## config.mk

```make
export PLATFORM = sky130hd
export DESIGN_NAME = gdg_ctrl
export DESIGN_NICKNAME = d
export VERILOG_FILES = /design/src/rtl/core/gdg_pkg.sv /design/src/rtl/core/gdg_ctrl.sv
export SDC_FILE = /design/constraint.sdc
export NUM_CORES = 1
export LEC_CHECK = 0
export ABC_CLOCK_PERIOD_IN_PS = 1700
export BUFFER_PORTS_ARGS = -buffer_cell sky130_fd_sc_hd__clkbuf_2
export CORE_UTILIZATION = 39
export DETAILED_ROUTE_END_ITERATION = 8
export PLACE_DENSITY_LB_ADDON = 0.3
export SYNTH_ARGS = -nofsm -noshare
export SYNTH_HDL_FRONTEND = slang
export SYNTH_SLANG_ARGS = --single-unit
```

## constraint.sdc

```tcl
create_clock -name clk -period 1.7 [get_ports clk]
set_clock_uncertainty 0.15 [all_clocks]
set_input_delay 0.17 -clock clk [delete_from_list [all_inputs] [get_ports clk]]
set_output_delay 0.17 -clock clk [all_outputs]
set_load 0.05 [all_outputs]
```

## src/rtl/core/gdg_pkg.sv

```systemverilog
`default_nettype none
// ----------------------------------------------------------------------------
// gdg_pkg
// Shared types, codes and constants of the Gaussian depth gridder.
// ----------------------------------------------------------------------------
package gdg_pkg;

  // Default sizes, handed to the top-level parameters.
  localparam int MAX_FEATURES_DEF    = 256;
  localparam int GRID_COLS_DEF       = 64;
  localparam int GRID_ROWS_DEF       = 48;
  localparam int EXP_TABLE_DEPTH_DEF = 512;

  // Half span of the query plane, 30.0 in Q8.8.
  localparam int HALF_SPAN = 7680;

  // Smoothed floor after reset, 85.0 in Q8.8.
  localparam logic [15:0] FLOOR_RESET = 16'd21760;

  // Register reset values.
  localparam logic [15:0] XY_LIMIT_RST     = 16'd7680;
  localparam logic [15:0] Z_MIN_RST        = 16'd2560;
  localparam logic [15:0] Z_MAX_RST        = 16'd51200;
  localparam logic [15:0] FLOOR_BAND_RST   = 16'd512;
  localparam logic [8:0]  MIN_NEARBY_RST   = 9'd10;
  localparam logic [23:0] WEIGHT_FLOOR_RST = 24'd6554;

  // Register indexes.
  localparam int CFG_IDX_W = 3;
  localparam logic [CFG_IDX_W-1:0] REG_XY_LIMIT     = 3'd0;
  localparam logic [CFG_IDX_W-1:0] REG_Z_MIN        = 3'd1;
  localparam logic [CFG_IDX_W-1:0] REG_Z_MAX        = 3'd2;
  localparam logic [CFG_IDX_W-1:0] REG_FLOOR_BAND   = 3'd3;
  localparam logic [CFG_IDX_W-1:0] REG_MIN_NEARBY   = 3'd4;
  localparam logic [CFG_IDX_W-1:0] REG_WEIGHT_FLOOR = 3'd5;

  // Request kinds.
  localparam logic [1:0] REQ_ADD   = 2'd0;
  localparam logic [1:0] REQ_CLOSE = 2'd1;
  localparam logic [1:0] REQ_QUERY = 2'd2;
  localparam logic [1:0] REQ_CLEAR = 2'd3;

  // Result status codes.
  localparam logic [1:0] STAT_OK       = 2'd0;
  localparam logic [1:0] STAT_RANGE    = 2'd1;
  localparam logic [1:0] STAT_FULL     = 2'd2;
  localparam logic [1:0] STAT_NO_FLOOR = 2'd3;

  // Division by ten as a multiply by ceil(2^23/10) and a shift.
  localparam logic [19:0] RECIP10     = 20'd838861;
  localparam int          RECIP_SHIFT = 23;

  typedef enum logic [3:0] {
    S_IDLE,
    S_ADD,
    S_CLEAR,
    S_CF_I,
    S_CF_ZI,
    S_CF_J,
    S_CF_MUL,
    S_CF_UPD,
    S_Q_RUN,
    S_Q_CHK,
    S_Q_DIV,
    S_DONE
  } state_t;

  typedef struct packed {
    logic load;
    logic add;
    logic clear;
    logic cf_rd_i;
    logic cf_zi;
    logic cf_scan;
    logic cf_next;
    logic cf_mul;
    logic cf_upd;
    logic q_run;
    logic q_chk;
    logic div_step;
    logic out_load;
  } cmd_t;

  typedef struct packed {
    logic i_end;
    logic skip;
    logic scan_end;
    logic q_end;
    logic use_floor;
    logic div_end;
  } sts_t;

endpackage
`default_nettype wire

```

## src/rtl/core/gdg_ctrl.sv

```systemverilog
`default_nettype none
// ----------------------------------------------------------------------------
// gdg_ctrl
// Sequencer of the gridder: accepts requests and steps the datapath.
// ----------------------------------------------------------------------------
module gdg_ctrl (
  input  wire logic          clk,
  input  wire logic          rst_n,
  input  wire logic          in_valid,
  input  wire logic [1:0]    in_req,
  output logic               in_ready,
  output logic               out_valid,
  input  wire logic          out_ready,
  input  wire gdg_pkg::sts_t sts,
  output gdg_pkg::cmd_t      cmd
);

  gdg_pkg::state_t state_r, state_nxt;
  logic            out_valid_r, out_valid_nxt;

  always_ff @(posedge clk) begin
    if (!rst_n) begin
      state_r     <= gdg_pkg::S_IDLE;
      out_valid_r <= 1'b0;
    end else begin
      state_r     <= state_nxt;
      out_valid_r <= out_valid_nxt;
    end
  end

  always_comb begin
    state_nxt     = state_r;
    cmd           = '0;
    in_ready      = 1'b0;
    out_valid_nxt = out_valid_r & ~out_ready;
    case (state_r)
      gdg_pkg::S_IDLE: begin
        in_ready = 1'b1;
        if (in_valid) begin
          cmd.load = 1'b1;
          case (in_req)
            gdg_pkg::REQ_ADD:   state_nxt = gdg_pkg::S_ADD;
            gdg_pkg::REQ_CLOSE: state_nxt = gdg_pkg::S_CF_I;
            gdg_pkg::REQ_QUERY: state_nxt = gdg_pkg::S_Q_RUN;
            gdg_pkg::REQ_CLEAR: state_nxt = gdg_pkg::S_CLEAR;
            default:            state_nxt = gdg_pkg::S_CLEAR;
          endcase
        end
      end
      gdg_pkg::S_ADD: begin
        cmd.add   = 1'b1;
        state_nxt = gdg_pkg::S_DONE;
      end
      gdg_pkg::S_CLEAR: begin
        cmd.clear = 1'b1;
        state_nxt = gdg_pkg::S_DONE;
      end
      gdg_pkg::S_CF_I: begin
        if (sts.i_end) begin
          state_nxt = gdg_pkg::S_CF_MUL;
        end else begin
          cmd.cf_rd_i = 1'b1;
          state_nxt   = gdg_pkg::S_CF_ZI;
        end
      end
      gdg_pkg::S_CF_ZI: begin
        cmd.cf_zi = 1'b1;
        state_nxt = sts.skip ? gdg_pkg::S_CF_I : gdg_pkg::S_CF_J;
      end
      gdg_pkg::S_CF_J: begin
        if (sts.scan_end) begin
          cmd.cf_next = 1'b1;
          state_nxt   = gdg_pkg::S_CF_I;
        end else begin
          cmd.cf_scan = 1'b1;
        end
      end
      gdg_pkg::S_CF_MUL: begin
        cmd.cf_mul = 1'b1;
        state_nxt  = gdg_pkg::S_CF_UPD;
      end
      gdg_pkg::S_CF_UPD: begin
        cmd.cf_upd = 1'b1;
        state_nxt  = gdg_pkg::S_DONE;
      end
      gdg_pkg::S_Q_RUN: begin
        if (sts.q_end) begin
          state_nxt = gdg_pkg::S_Q_CHK;
        end else begin
          cmd.q_run = 1'b1;
        end
      end
      gdg_pkg::S_Q_CHK: begin
        cmd.q_chk = 1'b1;
        state_nxt = sts.use_floor ? gdg_pkg::S_DONE : gdg_pkg::S_Q_DIV;
      end
      gdg_pkg::S_Q_DIV: begin
        cmd.div_step = 1'b1;
        if (sts.div_end) begin
          state_nxt = gdg_pkg::S_DONE;
        end
      end
      gdg_pkg::S_DONE: begin
        if (!out_valid_r || out_ready) begin
          cmd.out_load  = 1'b1;
          out_valid_nxt = 1'b1;
          state_nxt     = gdg_pkg::S_IDLE;
        end
      end
      default: begin
        state_nxt = gdg_pkg::S_IDLE;
      end
    endcase
  end

  assign out_valid = out_valid_r;

endmodule
`default_nettype wire

```

==> results of run 1 <==
[worst max-delay path by stage]
stage	endpoint	slack (ns)	cells past startpoint
after floorplan	cmd[11]	-0.38	3
after global placement	state_r[0]	0.07	5
after detailed placement	state_r[0]	-0.02	5
after CTS	cmd[6]	0.009	4
after global routing	cmd[12]	-0.05	5
final	cmd[12]	0.0009	5
[metal layers]
layer,GRT usage,vias to the layer above
met2,0.429,23
met5,0,-
met4,0,0
met3,0.0867,0
met1,0.244,303
li1,-,320
[power groups by stage]
stage                     combinational (uW)  sequential, uW  clock [uW]
final                                   1160             222         138
after floorplan                          789             168           0
after detailed placement                 947             206           0
after global routing                    1220             227         148
after global placement                   930             204           0
after CTS                               1030             209         140
[sequential cells by signal (all words and copies together), names as in the netlist]
name,count
out_valid,1
state_r,4
[worst register-to-register path, cell delays in order, from the launching register on]
cell and delay [ns]:
sky130_fd_sc_hd__dfxtp_2 0.34, sky130_fd_sc_hd__buf_6 0.12, sky130_fd_sc_hd__nand4b_1 0.21, sky130_fd_sc_hd__o32ai_4 0.14, sky130_fd_sc_hd__nor3_4 0.29, sky130_fd_sc_hd__mux2i_1 0.24, sky130_fd_sc_hd__nor2b_1 0.06
[final cells by class]
type / instances / area (um^2)
clock buffers: 4 / 26.3
fillers: 84 / 246
inverters: 2 / 7.51
multi-input cells: 55 / 479
flip-flops and latches: 5 / 108
well taps: 14 / 17.5
repair buffers: 39 / 302
[cell families (layout without fill, tap and decap cells)]
group | count (synthesis) | after routing | share of synthesized area
simple gates | 36 | 36 | 0.415
compound gates | 18 | 18 | 0.286
buf+inv | 9 | 45 | 0.0915
flops | 5 | 5 | 0.188
mux | 1 | 1 | 0.0188
[stage by stage]
step / TNS (ns) / instances / setup WS [ns]
after floorplan: -1.48 / 69 / -0.380
after global placement: 0 / 109 / 0.0737
after detailed placement: -0.0218 / 109 / -0.0218
after CTS: 0 / 114 / 0.00932
after global routing: -0.107 / 119 / -0.0456
final: 0 / 119 / 0.000855
[timing repair]
item                                    CTS  global route
cloned                                    0             1
setup buffers                             1             4
endpoints found under the setup margin   15            13
pin swaps                                 3             4
resized for setup                        19            21
[Yosys cell counts, drive strengths merged]
cell	count	share of area
or4b	1	0.019
nor2	5	0.035
nand3	1	0.0094
a21boi	3	0.049
and2	1	0.012
o21ai	3	0.028
dfxtp	5	0.19
a211oi	1	0.014
or2	1	0.012
inv	2	0.014
o32ai	1	0.031
a311oi	1	0.016
nor3b	2	0.028
a2bb2oi	1	0.016
nor2b	5	0.059
nand4b	1	0.016
a21oi	4	0.038
nand2	5	0.035
o31ai	2	0.028
a2111oi	1	0.052
nor4	1	0.023
nand2b	5	0.073
nor3	6	0.066
nor4b	1	0.016
o21bai	1	0.014
or3	1	0.012
buf	7	0.077
mux2i	1	0.019
==> results.md, run 1 <==
- Run status: finished, final reports clean
- Part of the Yosys area used for sequential elements: 0.188
- Max-slew violation total from the final report: 0
- Fin crit share: 0.999
- Worst slack on hold paths: 0.0720 ns
- Path type of the worst min-delay path: in -> reg
- Total internal power: 732 uW
- Final setup violating endpoints: 0
- Largest buffer count on any clock path: 2
- Initial antenna violation count: 0
- Number of distinct library cells after synthesis: 34
- Transition at the pin with the smallest max-transition slack: 0.327 ns
- Final design utilization: 0.792
- Post-DRT Antenna Nets: 0
- Max_slew headroom: 0.780
- Delay of the slowest critical-path stage: 0.32 ns
- Cell type group with the largest total delay on the critical path: simple AND/OR/NAND/NOR gates
- R2r setup slk: 0.03 ns
- Total grt overflow: 0
- Vias: 646
- Share of final-layout standard cells stronger than drive strength 1: 0.657
- Wl on met1: 708 um
- Worst Hold Endpoint: state_r[0]
- Number of global-route vias before repair: 551
- Upper clock frequency limit: 589 MHz
- Post-Syn Instances: 69
- Worst Path Class, Setup: reg -> out
- Total power density per cell area: 1620 mW/mm^2
- Clock tree from TritonCTS: built
- CTS HTree Levels: 1
- Setup repair after global routing missed its margin: true
- Shortest clock period the worst path allows after layout: 1.70 ns
- Proportion of power drawn by the clock network: 0.091
- CTS Root Buffer Type: sky130_fd_sc_hd__clkbuf_4
- Core area: 0.00119 mm^2
- Number of violations reported at the end of detailed-routing iteration 0: 9
- Floorplan die area: 0.00152 mm^2
- Largest fanout of any net on the critical path: 2
- Combinational power share: 0.763
- Clock transition at the register clock pins on the worst setup and hold paths after CTS: 0.04 ns
- Std-Cell Rows: 12
- Wire length on met2: 1010 um
- Data arrival time of the critical path: 1.38 ns
- Wire length on met3: 66 um
- Post-Syn Nets: 81
- Reg-to-reg critical path endpoint: state_r[0]
- Hold buffer count at CTS: 0
- Initial cell density of the core: 0.449
- Most frequent cells in the layout: 13 x sky130_fd_sc_hd__clkbuf_2, 10 x sky130_fd_sc_hd__buf_4, 6 x sky130_fd_sc_hd__clkbuf_4
- Detailed placer's ending HPWL: 1080 um
- Relative contribution of sequential cells to total power: 0.146
- Die height: 39.0 um
- First-pass detailed-route iteration total: 4
- Cell type of the slowest stage on the worst timing path: sky130_fd_sc_hd__dfxtp_2
- Source of the worst register-to-register timing path: state_r[2]
- Net switching power of the design: 785 uW
- Largest vdd supply drop: 0.000786 V
- Max-Cap Viols: 0
- Worst hold stages: 2
- Maximum number of pins on one net before global-route repair: 14
- Cells traversed along the worst timing path: or2_4, buf_6, nor3_4, and2_4, buf_8
- Synthesis-stage register bit count: 5
- Sw Ratio: 0.517
- Area Overhead vs Synth: 76.3%
- DR top layer: met3
- Area of all placed cells without fillers: 940 um^2
- Endpoint required time on the critical path: 1.38 ns
- Buffer and inverter count on the worst path: 2
- Total count of hold-check failures in the final report: 0
- Gp weighted congestion: 0.814
- Total routing usage reported by global routing: 0.225
- Synth Area per Inst: 7.72 um^2
- Final wirelength: 1790 um
- Net total in the final layout: 118
- Startpoint of the worst setup timing path: state_r[0]
- Endpoint kind of the worst setup timing path: output port
- Clock sink total: 5
- Io pins: 27
- Post-placement cell area: 759 um^2
- Antenna fix cells: 0
- Register-to-Register Path Depth: 6
- Wire length of the first global-routing pass: 2300 um
- Yosys warnings: 0
- Number of buffers added by the clock tree synthesis step: 3
- Most frequent standard cell in the layout excluding fill and tap cells: sky130_fd_sc_hd__clkbuf_2
- Vias/cell: 5.43
- Total DRC errors in the routed layout: 0
- Die width: 39.0 um
- Source-to-sink clock delay at the later pin of the worst-skew pair: 0.24 ns
- WL/cell: 15.0 um
- Pleak: 0.000398 uW
- Critical path launch point type: register
- Buffers added on ports: 26
- Hold path startpoint: rst_n
- Total standard cell area after synthesis: 533 um^2
- Total power after layout: 1520 uW
(Power assumes the default switching activity.)
==> run 2, diff against run 1 <==
- CORE_UTILIZATION: 39 -> 40
- CTS_BUF_LIST: not set -> sky130_fd_sc_hd__clkbuf_8
==> run 2 against run 1 <==
Against the previous run: clock-buffer cell count decreased by 1; total power decreased by 1.8%; via count decreased by 2.6%; final cell count decreased by 4.2%; utilization decreased by 2.8 points; combinational power decreased by 9%.
==> results.md, run 2 (synthesis results as in run 1) <==
- Endpoint required time on the critical path: 1.38 ns
- Total DRC errors in the routed layout: 0
- Net total in the final layout: 113
- Flip-flop count of the largest register after layout: 4
- WL/cell: 14.4 um
- Worst slack on hold paths: 0.0992 ns
- Initial cell density of the core: 0.455
- Gp weighted congestion: 0.774
- Max-Cap Viols: 0
- First-pass detailed-route iteration total: 4
- Antenna fix cells: 0
- Total power density per cell area: 1660 mW/mm^2
- Initial antenna violation count: 0
- Run status: finished, final reports clean
- Io pins: 27
- Post-DRT Antenna Nets: 0
- Maximum number of pins on one net before global-route repair: 14
- Clock sink total: 5
- Path type of the worst min-delay path: in -> reg
- Vias: 629
- Area Overhead vs Synth: 67.8%
- Final setup violating endpoints: 0
- Max-slew violation total from the final report: 0
- Fin crit share: 0.984
- Std-Cell Rows: 12
- Final design utilization: 0.764
- Vias/cell: 5.52
- Critical path launch point type: register
- Number of violations reported at the end of detailed-routing iteration 0: 16
- Number of global-route vias before repair: 571
- CTS Root Buffer Type: sky130_fd_sc_hd__clkbuf_8
- Die height: 38.5 um
- Detailed placer's ending HPWL: 1060 um
- Most frequent standard cell in the layout excluding fill and tap cells: sky130_fd_sc_hd__clkbuf_2
- CTS HTree Levels: 1
- Transition at the pin with the smallest max-transition slack: 0.300 ns
- Share of final-layout standard cells stronger than drive strength 1: 0.600
- Post-route setup TNS: 0 ns
- Clock tree from TritonCTS: built
- Shortest clock period the worst path allows after layout: 1.67 ns
- Non-filler cells in the finished layout: 114
- Number of cells after detailed placement: 109
- Number of buffers added by the clock tree synthesis step: 3
- Max_slew headroom: 0.798
- Core area: 0.00117 mm^2
- Largest vdd supply drop: 0.00104 V
- Post-placement cell area: 759 um^2
- Floorplan die area: 0.00148 mm^2
- Largest buffer count on any clock path: 2
- Endpoint kind of the worst setup timing path: output port
- Worst Path Class, Setup: reg -> out
- Most frequent cells in the layout: 14 x sky130_fd_sc_hd__clkbuf_2, 9 x sky130_fd_sc_hd__buf_4, 5 x sky130_fd_sc_hd__clkbuf_8
- Total grt overflow: 0
- Largest fanout of any net on the critical path: 13
- Final wirelength: 1640 um
- Source-to-sink clock delay at the later pin of the worst-skew pair: 0.22 ns
- Clock transition at the register clock pins on the worst setup and hold paths after CTS: 0.04 ns
- Data arrival time of the critical path: 1.35 ns
- FILL cells: 84
- Total routing usage reported by global routing: 0.235
- Buffers added on ports: 26
- Die width: 38.5 um
- Reg with most FFs: state_r
- Upper clock frequency limit: 598 MHz
- Area of all placed cells without fillers: 895 um^2
- Wire length of the first global-routing pass: 2440 um
- Hold buffer count at CTS: 0
- Pleak: 0.000374 uW
- Total count of hold-check failures in the final report: 0
==> run 2: cell types whose count changed in the layout (fill, tap and decap cells not counted), moves of 2 or more <==
cell / previous run / this run
sky130_fd_sc_hd__dfxtp_2: 3 / 0
sky130_fd_sc_hd__buf_2: 4 / 1
sky130_fd_sc_hd__buf_6: 5 / 3
sky130_fd_sc_hd__clkbuf_4: 6 / 4
sky130_fd_sc_hd__dfxtp_1: 1 / 3
sky130_fd_sc_hd__clkbuf_8: 2 / 5
==> run 2: layer usage <==
metal	global-route usage	routed length, um	vias to the layer above	share of wire
met1	0.246	665	294	0.41
met4	0.0517	0	0	0
met5	0	0	-	0
met2	0.475	918	24	0.56
met3	0.0349	52	0	0.032
li1	-	-	311	-
==> run 2: worst paths after layout <==
check / start / to / slack [ns] / cells past startpoint
worst max register to register: state_r[0] / state_r[0] / 0.05 / 6
worst min-delay path: rst_n / state_r[1] / 0.1 / 2
worst max-delay path: state_r[2] / cmd[0] / 0.03 / 4
worst min register to register: out_valid / out_valid / 0.49 / 2
==> run 2: cell type report <==
class                           instances  area, um^2  share of cell area
Clock buffer                            3        41.3              0.0462
Clock inverter                          1        3.75             0.00420
Inverter                                2        7.51             0.00839
Multi-Input combinational cell         55         463               0.517
Sequential cell                         5         108               0.120
Tap cell                               14        17.5              0.0196
Timing Repair Buffer                   34         254               0.284
==> run 2: repair_timing <==
action / in CTS / in global routing
buffers inserted: 0 / 1
setup endpoints to repair: 13 / 13
endpoints found under the hold margin: 0 / 0
pin swaps: 0 / 2
gates resized for setup: 15 / 19
==> run 2: report_power, final <==
part           switching, uW  total [uW]  internal (uW)
logic                    629        1060            427
clock network           56.1         211            155
registers               62.0         222            160
total                    747        1490            742
==> run 2: critical path, stage by stage, from the launching register on <==
cell                       delay (ns)
sky130_fd_sc_hd__dfxtp_1         0.30
sky130_fd_sc_hd__buf_4           0.17
sky130_fd_sc_hd__nand4b_1        0.28
sky130_fd_sc_hd__nor2b_2         0.21
sky130_fd_sc_hd__buf_6           0.18
==> run 2: stage by stage <==
step | power, uW | setup WS, ns
6_report | 1490 | 0.0270
5_1_grt | 1570 | -0.0181
4_1_cts | 1410 | 0.00475
3_5_place_dp | 1150 | -0.00240
3_3_place_gp | 1130 | 0.0826
2_1_floorplan | 957 | -0.380
